[src/design/its_pkg.sv]
`timescale 1ns / 1ps
package its_pkg;

  localparam int MAX_ENTRIES = 16;
  localparam int NUM_TRACKS  = 32;
  localparam int IDX_W       = $clog2(MAX_ENTRIES);
  localparam int CNT_W       = $clog2(MAX_ENTRIES + 1);
  localparam int TIME_W      = 32;
  localparam int SCALE_W     = 16;
  localparam int TRK_W       = 5;
  localparam int PROD_W      = TIME_W + SCALE_W;
  localparam int SUM_W       = PROD_W - 8 + 1;

  localparam logic [3:0] MODE_TICK         = 4'd0;
  localparam logic [3:0] MODE_SET_TIME     = 4'd1;
  localparam logic [3:0] MODE_START        = 4'd2;
  localparam logic [3:0] MODE_STOP         = 4'd3;
  localparam logic [3:0] MODE_PAUSE        = 4'd4;
  localparam logic [3:0] MODE_RESUME       = 4'd5;
  localparam logic [3:0] MODE_ADD          = 4'd6;
  localparam logic [3:0] MODE_REMOVE       = 4'd7;
  localparam logic [3:0] MODE_SET_START    = 4'd8;
  localparam logic [3:0] MODE_SET_END      = 4'd9;
  localparam logic [3:0] MODE_SET_TRACK    = 4'd10;
  localparam logic [3:0] MODE_ENABLE_TRACK = 4'd11;

  localparam logic [1:0] EV_NONE  = 2'd0;
  localparam logic [1:0] EV_START = 2'd1;
  localparam logic [1:0] EV_STOP  = 2'd2;

  localparam logic [1:0] ST_OK        = 2'd0;
  localparam logic [1:0] ST_BAD_INDEX = 2'd1;
  localparam logic [1:0] ST_FULL      = 2'd2;

  localparam logic signed [SCALE_W-1:0] SCALE_RESET = 16'sd256;

  typedef struct packed {
    logic [3:0]               mode;
    logic signed [TIME_W-1:0] time_value;
    logic signed [TIME_W-1:0] end_value;
    logic [3:0]               entry_index;
    logic [TRK_W-1:0]         track_id;
    logic                     enable;
  } its_req_t;

  typedef struct packed {
    logic [1:0]               event_kind;
    logic [3:0]               event_index;
    logic [1:0]               status;
    logic signed [TIME_W-1:0] playhead;
    logic                     last;
  } its_result_t;

  typedef enum logic [3:0] {
    S_IDLE, S_DECODE, S_MUL, S_SAT, S_SCAN, S_RESTART, S_SHIFT, S_FLUSH
  } its_state_t;

  typedef enum logic [3:0] {
    OP_NONE, OP_LOAD, OP_MODE, OP_MUL, OP_SAT, OP_PREP_SET, OP_PREP_STOP,
    OP_PREP_START, OP_PREP_TRACK, OP_SINGLE, OP_SCAN, OP_SHIFT, OP_FLUSH
  } its_op_t;

  typedef enum logic [2:0] {
    SCAN_MOVE, SCAN_SKIP, SCAN_START, SCAN_STOP, SCAN_TRACK
  } its_scan_t;

  typedef struct packed {
    its_op_t op;
  } its_cmd_t;

  typedef struct packed {
    logic [3:0] mode;
    logic       running;
    logic       paused;
    logic       idx_bad;
    logic       full;
    logic       time_same;
    logic       track_noop;
    logic       scan_end;
    logic       shift_end;
  } its_stat_t;

endpackage

[src/design/its_ctrl.sv]
`timescale 1ns / 1ps
module its_ctrl (
  input  logic              clk,
  input  logic              rst,
  input  logic              start,
  output logic              busy,
  output its_pkg::its_cmd_t cmd,
  input  its_pkg::its_stat_t stat
);

  its_pkg::its_state_t state, state_next;
  logic again, again_next;

  always_ff @(posedge clk) begin
    if (rst) begin
      state <= its_pkg::S_IDLE;
      again <= 1'b0;
    end else begin
      state <= state_next;
      again <= again_next;
    end
  end

  always_comb begin
    state_next = state;
    unique case (state)
      its_pkg::S_IDLE: begin
        if (start) state_next = its_pkg::S_DECODE;
      end
      its_pkg::S_DECODE: begin
        unique case (stat.mode)
          its_pkg::MODE_TICK:
            state_next = (stat.running && !stat.paused) ? its_pkg::S_MUL : its_pkg::S_FLUSH;
          its_pkg::MODE_SET_TIME:
            state_next = (stat.running && !stat.time_same) ? its_pkg::S_SCAN
                                                           : its_pkg::S_FLUSH;
          its_pkg::MODE_START: state_next = its_pkg::S_SCAN;
          its_pkg::MODE_STOP:
            state_next = stat.running ? its_pkg::S_SCAN : its_pkg::S_FLUSH;
          its_pkg::MODE_REMOVE:
            state_next = stat.idx_bad ? its_pkg::S_FLUSH : its_pkg::S_SHIFT;
          its_pkg::MODE_ENABLE_TRACK:
            state_next = (!stat.track_noop && stat.running) ? its_pkg::S_SCAN
                                                            : its_pkg::S_FLUSH;
          default: state_next = its_pkg::S_FLUSH;
        endcase
      end
      its_pkg::S_MUL:     state_next = its_pkg::S_SAT;
      its_pkg::S_SAT:     state_next = its_pkg::S_SCAN;
      its_pkg::S_SCAN: begin
        if (stat.scan_end) state_next = again ? its_pkg::S_RESTART : its_pkg::S_FLUSH;
      end
      its_pkg::S_RESTART: state_next = its_pkg::S_SCAN;
      its_pkg::S_SHIFT: begin
        if (stat.shift_end) state_next = its_pkg::S_FLUSH;
      end
      its_pkg::S_FLUSH:   state_next = its_pkg::S_IDLE;
      default:            state_next = its_pkg::S_IDLE;
    endcase
  end

  always_comb begin
    cmd.op     = its_pkg::OP_NONE;
    again_next = again;
    busy       = (state != its_pkg::S_IDLE);
    unique case (state)
      its_pkg::S_IDLE: begin
        if (start) cmd.op = its_pkg::OP_LOAD;
        again_next = 1'b0;
      end
      its_pkg::S_DECODE: begin
        unique case (stat.mode)
          its_pkg::MODE_SET_TIME:
            if (stat.running && !stat.time_same) cmd.op = its_pkg::OP_PREP_SET;
          its_pkg::MODE_START: begin
            cmd.op     = stat.running ? its_pkg::OP_PREP_STOP : its_pkg::OP_PREP_START;
            again_next = stat.running;
          end
          its_pkg::MODE_STOP:
            if (stat.running) cmd.op = its_pkg::OP_PREP_STOP;
          its_pkg::MODE_PAUSE, its_pkg::MODE_RESUME: cmd.op = its_pkg::OP_MODE;
          its_pkg::MODE_ADD:
            if (!stat.full) cmd.op = its_pkg::OP_SINGLE;
          its_pkg::MODE_REMOVE, its_pkg::MODE_SET_START, its_pkg::MODE_SET_END,
          its_pkg::MODE_SET_TRACK:
            if (!stat.idx_bad) cmd.op = its_pkg::OP_SINGLE;
          its_pkg::MODE_ENABLE_TRACK:
            if (!stat.track_noop) cmd.op = its_pkg::OP_PREP_TRACK;
          default: cmd.op = its_pkg::OP_NONE;
        endcase
      end
      its_pkg::S_MUL:  cmd.op = its_pkg::OP_MUL;
      its_pkg::S_SAT:  cmd.op = its_pkg::OP_SAT;
      its_pkg::S_SCAN: cmd.op = its_pkg::OP_SCAN;
      its_pkg::S_RESTART: begin
        cmd.op     = its_pkg::OP_PREP_START;
        again_next = 1'b0;
      end
      its_pkg::S_SHIFT: cmd.op = its_pkg::OP_SHIFT;
      its_pkg::S_FLUSH: cmd.op = its_pkg::OP_FLUSH;
      default:          cmd.op = its_pkg::OP_NONE;
    endcase
  end

endmodule

[src/design/its_datapath.sv]
`timescale 1ns / 1ps
module its_datapath (
  input  logic                                    clk,
  input  logic                                    rst,
  input  its_pkg::its_req_t                       req,
  input  logic                                    cfg_we,
  input  logic signed [its_pkg::SCALE_W-1:0]      cfg_data,
  input  its_pkg::its_cmd_t                       cmd,
  output its_pkg::its_stat_t                      stat,
  output logic                                    result_valid,
  output its_pkg::its_result_t                    result
);

  localparam logic signed [its_pkg::SUM_W-1:0] SAT_MAX =
    its_pkg::SUM_W'(64'sh7FFFFFFF);
  localparam logic signed [its_pkg::SUM_W-1:0] SAT_MIN =
    -its_pkg::SUM_W'(64'sh80000000);

  logic signed [its_pkg::TIME_W-1:0] es [its_pkg::MAX_ENTRIES];
  logic signed [its_pkg::TIME_W-1:0] ee [its_pkg::MAX_ENTRIES];
  logic [its_pkg::TRK_W-1:0]         et [its_pkg::MAX_ENTRIES];

  logic signed [its_pkg::SCALE_W-1:0] scale;
  logic [its_pkg::CNT_W-1:0]          count;
  logic signed [its_pkg::TIME_W-1:0]  ph;
  logic signed [its_pkg::TIME_W-1:0]  old_t;
  logic                               running;
  logic                               paused;
  logic [its_pkg::NUM_TRACKS-1:0]     mask;
  its_pkg::its_req_t                  r;
  logic [1:0]                         st_code;
  logic signed [its_pkg::PROD_W-1:0]  prod;
  logic [its_pkg::CNT_W-1:0]          ptr;
  logic                               dbl;
  its_pkg::its_scan_t                 kind;
  logic                               pend_valid;
  logic [1:0]                         pend_kind;
  logic [3:0]                         pend_idx;

  function automatic logic in_range(input logic signed [its_pkg::TIME_W-1:0] t,
                                    input logic signed [its_pkg::TIME_W-1:0] s,
                                    input logic signed [its_pkg::TIME_W-1:0] e);
    return (t >= s) && (t < e);
  endfunction

  logic [its_pkg::IDX_W-1:0]         a;
  logic signed [its_pkg::TIME_W-1:0] s_rd, e_rd, ns, ne;
  logic [its_pkg::TRK_W-1:0]         t_rd;
  logic                              ena, was, now, skipc, second, has;
  logic                              em_valid;
  logic [1:0]                        em_kind;
  logic signed [its_pkg::SUM_W-1:0]  sum;
  logic signed [its_pkg::TIME_W-1:0] sat;
  logic [its_pkg::CNT_W-1:0]         req_idx;

  assign a    = ptr[its_pkg::IDX_W-1:0];
  assign s_rd = es[a];
  assign e_rd = ee[a];
  assign t_rd = et[a];
  assign ena  = !mask[t_rd];
  assign was  = in_range(old_t, s_rd, e_rd);
  assign now  = in_range(ph, s_rd, e_rd);
  assign skipc = in_range(s_rd, old_t, ph) && in_range(e_rd, old_t, ph);
  assign has  = (count != '0);
  assign second = (kind == its_pkg::SCAN_SKIP) && ena && (was == now) && skipc && !dbl;

  assign sum = its_pkg::SUM_W'(ph) + its_pkg::SUM_W'(prod >>> 8);
  assign sat = (sum > SAT_MAX) ? its_pkg::TIME_W'(SAT_MAX) :
               (sum < SAT_MIN) ? its_pkg::TIME_W'(SAT_MIN) : its_pkg::TIME_W'(sum);

  assign req_idx = its_pkg::CNT_W'(req.entry_index);

  always_comb begin
    ns = s_rd;
    ne = e_rd;
    if (r.mode == its_pkg::MODE_SET_START) ns = r.time_value;
    if (r.mode == its_pkg::MODE_SET_END)   ne = r.end_value;
  end

  // event of this cycle
  always_comb begin
    em_valid = 1'b0;
    em_kind  = its_pkg::EV_NONE;
    if (cmd.op == its_pkg::OP_SCAN && has) begin
      unique case (kind)
        its_pkg::SCAN_START: begin
          em_valid = ena && was;
          em_kind  = its_pkg::EV_START;
        end
        its_pkg::SCAN_STOP: begin
          em_valid = ena && was;
          em_kind  = its_pkg::EV_STOP;
        end
        its_pkg::SCAN_TRACK: begin
          em_valid = (t_rd == r.track_id) && was;
          em_kind  = r.enable ? its_pkg::EV_START : its_pkg::EV_STOP;
        end
        its_pkg::SCAN_MOVE, its_pkg::SCAN_SKIP: begin
          if (ena) begin
            priority if (was && !now) begin
              em_valid = 1'b1;
              em_kind  = its_pkg::EV_STOP;
            end else if (!was && now) begin
              em_valid = 1'b1;
              em_kind  = its_pkg::EV_START;
            end else if (kind == its_pkg::SCAN_SKIP && skipc) begin
              em_valid = 1'b1;
              em_kind  = dbl ? its_pkg::EV_START : its_pkg::EV_STOP;
            end else begin
              em_valid = 1'b0;
            end
          end
        end
        default: em_valid = 1'b0;
      endcase
    end else if (cmd.op == its_pkg::OP_SINGLE && running) begin
      unique case (r.mode)
        its_pkg::MODE_ADD: begin
          em_valid = in_range(ph, r.time_value, r.end_value) && !mask[r.track_id];
          em_kind  = its_pkg::EV_START;
        end
        its_pkg::MODE_REMOVE: begin
          em_valid = ena && in_range(ph, s_rd, e_rd);
          em_kind  = its_pkg::EV_STOP;
        end
        its_pkg::MODE_SET_START, its_pkg::MODE_SET_END: begin
          em_valid = ena && (in_range(ph, s_rd, e_rd) != in_range(ph, ns, ne));
          em_kind  = in_range(ph, ns, ne) ? its_pkg::EV_START : its_pkg::EV_STOP;
        end
        its_pkg::MODE_SET_TRACK: begin
          em_valid = (ena != !mask[r.track_id]) && in_range(ph, s_rd, e_rd);
          em_kind  = !mask[r.track_id] ? its_pkg::EV_START : its_pkg::EV_STOP;
        end
        default: em_valid = 1'b0;
      endcase
    end
  end

  always_comb begin
    stat.mode       = r.mode;
    stat.running    = running;
    stat.paused     = paused;
    stat.idx_bad    = its_pkg::CNT_W'(r.entry_index) >= count;
    stat.full       = (count == its_pkg::CNT_W'(its_pkg::MAX_ENTRIES));
    stat.time_same  = (r.time_value == ph);
    stat.track_noop = (!mask[r.track_id]) == r.enable;
    stat.scan_end   = !has || ((ptr == count - 1'b1) && !second);
    stat.shift_end  = (ptr >= count);
  end

  // entry table
  always_ff @(posedge clk) begin
    if (cmd.op == its_pkg::OP_SINGLE) begin
      unique case (r.mode)
        its_pkg::MODE_ADD: begin
          es[a] <= r.time_value;
          ee[a] <= r.end_value;
          et[a] <= r.track_id;
        end
        its_pkg::MODE_SET_START: es[a] <= r.time_value;
        its_pkg::MODE_SET_END:   ee[a] <= r.end_value;
        its_pkg::MODE_SET_TRACK: et[a] <= r.track_id;
        default: ;
      endcase
    end else if (cmd.op == its_pkg::OP_SHIFT && !stat.shift_end) begin
      es[a - 1'b1] <= s_rd;
      ee[a - 1'b1] <= e_rd;
      et[a - 1'b1] <= t_rd;
    end
  end

  always_ff @(posedge clk) begin
    if (cmd.op == its_pkg::OP_LOAD) r <= req;
    if (cmd.op == its_pkg::OP_MUL) prod <= r.time_value * scale;
    if (em_valid) begin
      pend_kind <= em_kind;
      pend_idx  <= a;
    end
  end

  always_ff @(posedge clk) begin
    if (rst) begin
      scale        <= its_pkg::SCALE_RESET;
      count        <= '0;
      ph           <= '0;
      old_t        <= '0;
      running      <= 1'b0;
      paused       <= 1'b0;
      mask         <= '0;
      st_code      <= its_pkg::ST_OK;
      ptr          <= '0;
      dbl          <= 1'b0;
      kind         <= its_pkg::SCAN_MOVE;
      pend_valid   <= 1'b0;
      result_valid <= 1'b0;
    end else begin
      if (cfg_we) scale <= cfg_data;
      unique case (cmd.op)
        its_pkg::OP_LOAD: begin
          st_code <= (req.mode == its_pkg::MODE_ADD &&
                      count == its_pkg::CNT_W'(its_pkg::MAX_ENTRIES)) ? its_pkg::ST_FULL :
                     ((req.mode == its_pkg::MODE_REMOVE ||
                       req.mode == its_pkg::MODE_SET_START ||
                       req.mode == its_pkg::MODE_SET_END ||
                       req.mode == its_pkg::MODE_SET_TRACK) &&
                      req_idx >= count) ? its_pkg::ST_BAD_INDEX : its_pkg::ST_OK;
          ptr        <= (req.mode == its_pkg::MODE_ADD) ? count : req_idx;
          pend_valid <= 1'b0;
        end
        its_pkg::OP_MODE: paused <= (r.mode == its_pkg::MODE_PAUSE);
        its_pkg::OP_SAT: begin
          old_t <= ph;
          ph    <= sat;
          kind  <= its_pkg::SCAN_SKIP;
          ptr   <= '0;
          dbl   <= 1'b0;
        end
        its_pkg::OP_PREP_SET: begin
          old_t <= ph;
          ph    <= r.time_value;
          kind  <= its_pkg::SCAN_MOVE;
          ptr   <= '0;
          dbl   <= 1'b0;
        end
        its_pkg::OP_PREP_STOP: begin
          old_t   <= ph;
          ph      <= '0;
          running <= 1'b0;
          kind    <= its_pkg::SCAN_STOP;
          ptr     <= '0;
        end
        its_pkg::OP_PREP_START: begin
          old_t   <= ph;
          running <= 1'b1;
          kind    <= its_pkg::SCAN_START;
          ptr     <= '0;
        end
        its_pkg::OP_PREP_TRACK: begin
          mask[r.track_id] <= !r.enable;
          old_t <= ph;
          kind  <= its_pkg::SCAN_TRACK;
          ptr   <= '0;
        end
        its_pkg::OP_SINGLE: begin
          if (r.mode == its_pkg::MODE_ADD) count <= count + 1'b1;
          if (r.mode == its_pkg::MODE_REMOVE) ptr <= ptr + 1'b1;
        end
        its_pkg::OP_SCAN: begin
          if (second) begin
            dbl <= 1'b1;
          end else begin
            dbl <= 1'b0;
            ptr <= ptr + 1'b1;
          end
        end
        its_pkg::OP_SHIFT: begin
          if (stat.shift_end) count <= count - 1'b1;
          else ptr <= ptr + 1'b1;
        end
        default: ;
      endcase

      if (cmd.op == its_pkg::OP_FLUSH) begin
        result_valid       <= 1'b1;
        result.event_kind  <= pend_valid ? pend_kind : its_pkg::EV_NONE;
        result.event_index <= pend_valid ? pend_idx : 4'd0;
        result.status      <= st_code;
        result.playhead    <= ph;
        result.last        <= 1'b1;
        pend_valid         <= 1'b0;
      end else if (em_valid) begin
        pend_valid   <= 1'b1;
        result_valid <= pend_valid;
        if (pend_valid) begin
          result.event_kind  <= pend_kind;
          result.event_index <= pend_idx;
          result.status      <= st_code;
          result.playhead    <= ph;
          result.last        <= 1'b0;
        end
      end else begin
        result_valid <= 1'b0;
      end
    end
  end

endmodule

[src/design/interval_timeline_sequencer.sv]
`timescale 1ns / 1ps
// Channel  | Ports                      | Handshake
// request  | start, busy, req           | taken when start && !busy
// config   | cfg_we, cfg_data           | written when cfg_we
// result   | result_valid, result       | one cycle per strobe, no backpressure
//
// busy is high for decode and flush plus the work: a scan visits each entry in turn (an empty
// table still takes a scan step), and visits once more an entry that a tick skips over; a tick
// adds the scale multiply and saturation states; start while running scans twice with a restart
// state between; remove shifts down each entry above the removed one.
// rst is synchronous and clears control state; the entry table is not cleared.
// Results cannot be stalled; the final result of a request shows with busy already low.
module interval_timeline_sequencer (
  input  logic                               clk,
  input  logic                               rst,
  input  logic                               start,
  output logic                               busy,
  input  its_pkg::its_req_t                  req,
  input  logic                               cfg_we,
  input  logic signed [its_pkg::SCALE_W-1:0] cfg_data,
  output logic                               result_valid,
  output its_pkg::its_result_t               result
);

  its_pkg::its_cmd_t  cmd;
  its_pkg::its_stat_t stat;

  its_ctrl u_ctrl (
    .clk   (clk),
    .rst   (rst),
    .start (start),
    .busy  (busy),
    .cmd   (cmd),
    .stat  (stat)
  );

  its_datapath u_dp (
    .clk          (clk),
    .rst          (rst),
    .req          (req),
    .cfg_we       (cfg_we),
    .cfg_data     (cfg_data),
    .cmd          (cmd),
    .stat         (stat),
    .result_valid (result_valid),
    .result       (result)
  );

endmodule

[config.mk]
export PLATFORM = sky130hd
export DESIGN_NAME = interval_timeline_sequencer
export DESIGN_NICKNAME = d
export VERILOG_FILES = /design/src/design/its_pkg.sv /design/src/design/its_ctrl.sv /design/src/design/its_datapath.sv /design/src/design/interval_timeline_sequencer.sv
export SDC_FILE = /design/constraint.sdc
export NUM_CORES = 2
export LEC_CHECK = 0
export BUFFER_PORTS_ARGS = -buffer_cell sky130_fd_sc_hd__buf_2
export CAP_MARGIN = 20
export CORE_MARGIN = 8
export CORE_UTILIZATION = 50
export DETAILED_ROUTE_END_ITERATION = 12
export PLACE_DENSITY = 0.78
export SKIP_CTS_REPAIR_TIMING = 1
export SYNTH_ARGS = -nofsm -noshare
export SYNTH_HDL_FRONTEND = slang
export SYNTH_SLANG_ARGS = --single-unit
export TNS_END_PERCENT = 10
[constraint.sdc]
create_clock -name clk -period 8.8 [get_ports clk]
set_clock_uncertainty 0.2 [all_clocks]
set_input_delay 0.88 -clock clk [delete_from_list [all_inputs] [get_ports clk]]
set_output_delay 0.88 -clock clk [all_outputs]
set_load 0.01 [all_outputs]
# == Word-level counts from Yosys, hierarchy flattened ==
# Memory sizes are Yosys's and may differ from the RTL's. A register that Yosys moved wholly into a read port is not among the register bits.
# Index checks and enable logic that the tools add are counted.
# word_totals
register_bits,310
mem_bits_rw,1104
word_cells,307
memories,3
# memory_table
name,words,word_bits,rd,rd_ports_with_merged_regs,wr,line_no,rtl
u_dp.ee,16,32,1,1,1,its_datapath.sv:20,logic signed [its_pkg::TIME_W-1:0] ee [its_pkg::MAX_ENTRIES];
u_dp.es,16,32,1,1,1,its_datapath.sv:19,logic signed [its_pkg::TIME_W-1:0] es [its_pkg::MAX_ENTRIES];
u_dp.et,16,5,1,1,1,its_datapath.sv:21,logic [its_pkg::TRK_W-1:0] et [its_pkg::MAX_ENTRIES];
# op_classes
add_sub_neg,5
multipliers,1
n_lt_le_gt_ge,20
eq_ne,56
mux,110
bitwise,4
n_reduce_logical,79
# op_table
op,n
two-way mux 32 bit,8
greater-or-equal comparator 32 bit,6
< comparator 32 bit,6
two-way mux 41 bit,3
one-hot mux 32 bit (3 select lines),1
two-way mux 4 bit,16
OR reduction 32 bit,2
equality test 4 x 3 -> 1 bit (second input constant),14
equality test 4 bit (second input constant),12
multiplier 32 x 16 -> 48 bit,1
one-hot mux 4 bit (6 select lines),2
adder 32 x 40 -> 41 bit,1
> comparator 41 x 32 -> 1 bit (second input constant),1
< comparator 41 x 32 -> 1 bit (second input constant),1
two-way mux 5 bit,8
two-way mux 1 bit,37
bitwise mux 32 bit,1
equality test 32 bit,1
two-way mux 2 bit,16
one-hot mux 4 bit (8 select lines),1
logical AND 1 bit,30
one-hot mux 4 bit (7 select lines),1
one-hot mux 5 bit (5 select lines),1
equality test 4 x 2 -> 1 bit (second input constant),6
other kinds (42),99

# == Longest topological paths before layout ==
# logic_depth
depth_word,14
ltp_mapped,28
depth_no_buf,26

# == Hierarchy ==
# From an unflattened synthesis, not the netlist that was laid out.
# hier_totals
cells_unflattened,6196
hier_area_um2,82022.4
# by_module_without_submodules
mod,instances,cells_per_inst,area_each_um2
its_datapath,1,6113,81433.1
its_ctrl,1,83,589.3

# == Least setup slack after synthesis ==
# OpenSTA, ideal clock, no wires.
# synth_path
path_kind,reg2reg
startpoint,register with a tool-made name
endpoint,"register, netlist name u_dp.result[0]"
t_arrival_ns,7.240
t_required_ns,8.149
slack_ns,0.909
path_stages_with_launch,23
n_path_buf,4
path_cell_list,dfxtp_1 -> buf_6 -> buf_2 -> buf_1 -> buf_1 -> mux4_2 -> mux4_2 -> inv_1 -> ha_1 -> nand4_1 -> or4_1 -> nor2_1 -> o21ai_0 -> a31o_2 -> o21a_1 -> o21bai_1 -> ha_1 -> or3_1 -> a31o_2 -> a21oi_1 -> a221oi_1 -> a211oi_2 -> o2bb2ai_1

# == Final worst setup path ==
# layout_path
startpoint,register u_dp.r[52] in the netlist's numbering
endpoint,register u_dp.prod[42] in the netlist's numbering (data pin)
# layout_between
elab_chain_cells,1
# layout_rtl
item,line_no,rtl
start: declaration,its_datapath.sv:30,its_pkg::its_req_t r;
start signal: assignment,its_datapath.sv:173,if (cmd.op == its_pkg::OP_LOAD) r <= req;
multiplier 32 x 16 -> 48 bit,its_datapath.sv:174,if (cmd.op == its_pkg::OP_MUL) prod <= r.time_value * scale;
end signal: assignment,its_datapath.sv:174,
end: declaration,its_datapath.sv:32,logic signed [its_pkg::PROD_W-1:0] prod;
# No other way between the ends.
# A chain may end at the register's enable or synchronous reset.

==> impl_summary.log <==
INFO  metric outcome = finished, final reports clean
INFO  metric critical-path-max-stage-delay = 710 ps
INFO  metric drtPass1Iterations = 9
INFO  metric std_cell_rows = 148
INFO  metric core_region_area = 0.163 mm2
INFO  metric clk_latency = 830 ps
INFO  metric synth_seq_cells = 1409
INFO  metric cp_cell_sequence = and2_1 > fa_1 > inv_1 > fa_1 > fa_1 > inv_1 > fa_1 > fa_1 > inv_1 > fa_1 > inv_1 > ha_1 > a21o_1 > a21o_1 > o311ai_0 > o21ai_0 > o2bb2ai_1 > o41ai_1 > o21ba_2 > o21ai_0 > a31oi_1 > o21ai_0 > xor2_1
INFO  metric finalHoldViolCount = 0
INFO  metric multi_input_comb_area = 0.0370 mm2
INFO  metric fmax = 122 MHz
INFO  metric synthesis.instances = 6083
INFO  metric synth.top_cells.by_area = edfxtp_1, fa_1, mux4_2
INFO  metric drt_iter0_markers = 6835
INFO  metric area.sequential = 0.0409 mm2
INFO  metric arrival = 8530 ps
INFO  metric path_common_cell = fa_1
INFO  metric cts-buffers-inserted = 144
INFO  metric placement.io_buffers = 140
INFO  metric mean_area_per_synthesized_cell = 13.4 um2
INFO  metric overflow = 0
INFO  metric finished_core_util = 0.559
INFO  metric cp_data_required_time = 9110 ps
INFO  metric grt_max_degree = 79
INFO  metric worst-setup-path-type = reg2reg
INFO  metric postSynthNetCount = 7091
INFO  metric layout.cells.non_filler = 8568
INFO  metric root_buffer = clkbuf_16
INFO  metric worstHoldStart = req[17]
INFO  metric die_height = 420 um
INFO  metric synth_most_common_cell = edfxtp_1
INFO  metric worst_setup_path_end_kind = flip-flop
INFO  metric critical-path-top-delay-family = adder cells
INFO  metric post-synth-top-area-fraction = 0.466
INFO  metric syn_to_final_growth = 11.2%
INFO  metric routed_wire_length_per_instance = 27.9 um
INFO  metric cp_num_cells = 23
INFO  metric preCtsSetupSlack = 677 ps
INFO  metric reg_to_reg_end = u_dp.prod[42]
INFO  metric grt_pass1_vias = 55600
INFO  metric synth_sequential_area_ratio = 0.501
INFO  metric vias = 53700
INFO  metric gp_congestion = 0.977
INFO  metric setup-violations-final = 0
INFO  metric r2r_start = u_dp.r[52]
INFO  metric global_route.usage.total = 0.269
INFO  metric place.detailed.instances = 8300
INFO  metric clock_tree_from_tritoncts = yes
INFO  metric power.density_cell_area = 292 mW/mm2
INFO  metric crit_end = u_dp.prod[42]
INFO  metric power.static_leakage = 0.0346 uW
INFO  metric synth_edf_count = 1269
INFO  metric place_hpwl = 155 mm
INFO  metric synth.distinct_cells = 102
INFO  metric max-clock-path-buffers = 3
INFO  metric totalNegativeSetupSlack = 0 ps
INFO  metric vias_per_cell = 6.27
INFO  metric synth_flop_cell = edfxtp_1
INFO  metric irDropWorstVdd = 0.000246 V
INFO  metric initial_core_util = 0.503
INFO  metric cts.sink_count = 1409
INFO  metric worst_pin_slew = 1250 ps
INFO  metric drt_drc_violations_left = 0
INFO  metric timing.final.ws_setup = 573 ps
INFO  metric layout-drive-gt1-share = 0.158
INFO  metric ant_nets = 0
INFO  metric final.min_clock_period = 8230 ps
INFO  metric cap_violations = 0
INFO  metric fill_cells = 12500
INFO  metric worstPathMaxFanout = 19
INFO  metric synth.top_cells.by_count = edfxtp_1, inv_1, nand2_1, fa_1, ha_1
INFO  metric path_buf_inv = 4
INFO  metric cts.htree.levels = 4
INFO  metric reg2reg_setup_slack = 570 ps
INFO  metric slew_headroom = 0.165
INFO  metric hp-class = in2reg
INFO  metric dieArea = 0.177 mm2
INFO  metric yosys.area.top_type = edfxtp_1
INFO  metric critical_path_s_slowest_cell = edfxtp_1
INFO  metric cts.clk_slew.worst_paths = 70 ps
INFO  metric grt_setup_unrepaired = no
INFO  metric grt_first_pass_wirelength = 356 mm
INFO  metric final_net_count = 7280
INFO  metric die_width = 420 um
INFO  metric yosysWarningCount = 0
INFO  metric critPathLaunchType = flip-flop
INFO  metric area_of_the_mapped_netlist = 0.0817 mm2
INFO  metric timing.critical_path.from = u_dp.r[52]
INFO  metric fin_crit_sh = 0.935
INFO  metric wirelength = 239 mm
INFO  metric async_flop_share = 0
INFO  metric number_of_antenna_violations_at_the_first_check_in_global_routing = 9
INFO  metric worstRegToRegCells = 23
INFO  metric final_max_slew_viol_count = 0
INFO  metric design.portCount = 141
[cell type report]
cell class              count  share of cell area
inverters                 762              0.0315
well taps                2175              0.0300
repair buffers            335              0.0252
clock inverters            79              0.0133
multi-input cells        3620               0.408
flip-flops and latches   1409               0.451
diodes                      5            0.000138
clock buffers             183              0.0416
[per-layer routing]
metal,track usage,vias to the layer above,wire (um)
li1,-,22200,-
met4,0.146,6,15700
met3,0.0606,891,25400
met2,0.436,3610,113000
met5,0,-,47
met1,0.338,27000,85100
[metrics by stage]
step | area (um2) | hold slack, ps | total power, uW
floorplan | 81700 | 209 | 16400
global placement | 85800 | 238 | 19400
detailed placement | 85800 | 249 | 19700
CTS | 90800 | 8.45 | 26400
global route | 90800 | 15.3 | 28000
finish | 90800 | 33.0 | 26600
[worst register-to-register path: stages (launching register included)]
cell	delay (ps)
edfxtp_1	710
and2_1	340
fa_1	530
inv_1	50
fa_1	450
fa_1	520
inv_1	60
fa_1	510
fa_1	490
inv_1	60
fa_1	480
inv_1	50
ha_1	350
a21o_1	200
a21o_1	190
o311ai_0	300
o21ai_0	350
o2bb2ai_1	300
o41ai_1	500
o21ba_2	250
o21ai_0	250
a31oi_1	440
o21ai_0	200
xor2_1	180
[cells by family (layout without fill, tap and decap cells)]
| family | count (synthesis) | after routing | synth area share |
|---|---|---|---|
| AO/OA/AOI/OAI | 728 | 728 | 0.0609 |
| XOR/XNOR | 97 | 97 | 0.0104 |
| adder cells (fa/ha/maj) | 910 | 910 | 0.184 |
| buffers and inverters | 1054 | 1359 | 0.0498 |
| flip-flops | 1409 | 1409 | 0.501 |
| multiplexers | 475 | 475 | 0.112 |
| other | 0 | 5 | 0 |
| AND/OR/NAND/NOR | 1410 | 1410 | 0.0825 |
[registers in the layout (all words and copies together), names as in the netlist, 2 cells and up, named ones only]
signal          cells
u_ctrl.state        3
u_dp.count          5
u_dp.ee           512
u_dp.es           512
u_dp.et            80
u_dp.kind           3
u_dp.mask          32
u_dp.old_t         32
u_dp.pend_idx       4
u_dp.pend_kind      2
u_dp.ph            32
u_dp.prod          40
u_dp.ptr            5
u_dp.r             74
u_dp.result        41
u_dp.scale         16
u_dp.st_code        2
u_dp.stat           4
[worst min-delay path by stage]
stage | endpoint | slack [ps] | cells past startpoint
floorplan | u_dp.result[33] | 210 | 0
global placement | u_dp.old_t[0] | 240 | 2
detailed placement | u_dp.result[34] | 250 | 0
CTS | u_dp.r[17] | 8 | 1
global route | u_dp.r[17] | 20 | 1
finish | u_dp.r[17] | 30 | 1
[cells in the final DEF (no fill, tap or decap), drive strengths merged, types with 11 or more instances in the layout]
cell type  count
nor3b         11
buf          335
o211ai        23
ha           424
a311oi        51
a21oi        207
nor4          14
xnor2         66
clkbuf       183
edfxtp      1269
nand2b        26
a21o          76
a31oi         16
a221oi        17
nand4         61
clkinv        53
bufinv        19
nor2         248
and2         219
nor3          56
mux2i        121
xor2          31
dfxtp        140
a211oi        36
nand3         94
o21a          18
mux4         347
o21ai        165
nor2b         41
fa           486
inv          763
nand2        583
o31ai         15
[where the power goes]
group	internal, uW	total, uW	switching, uW
sequential	7940	8390	445
combinational	4720	11700	6970
clock	3670	6470	2800
total	16300	26600	10200
(Power assumes the default switching activity.)
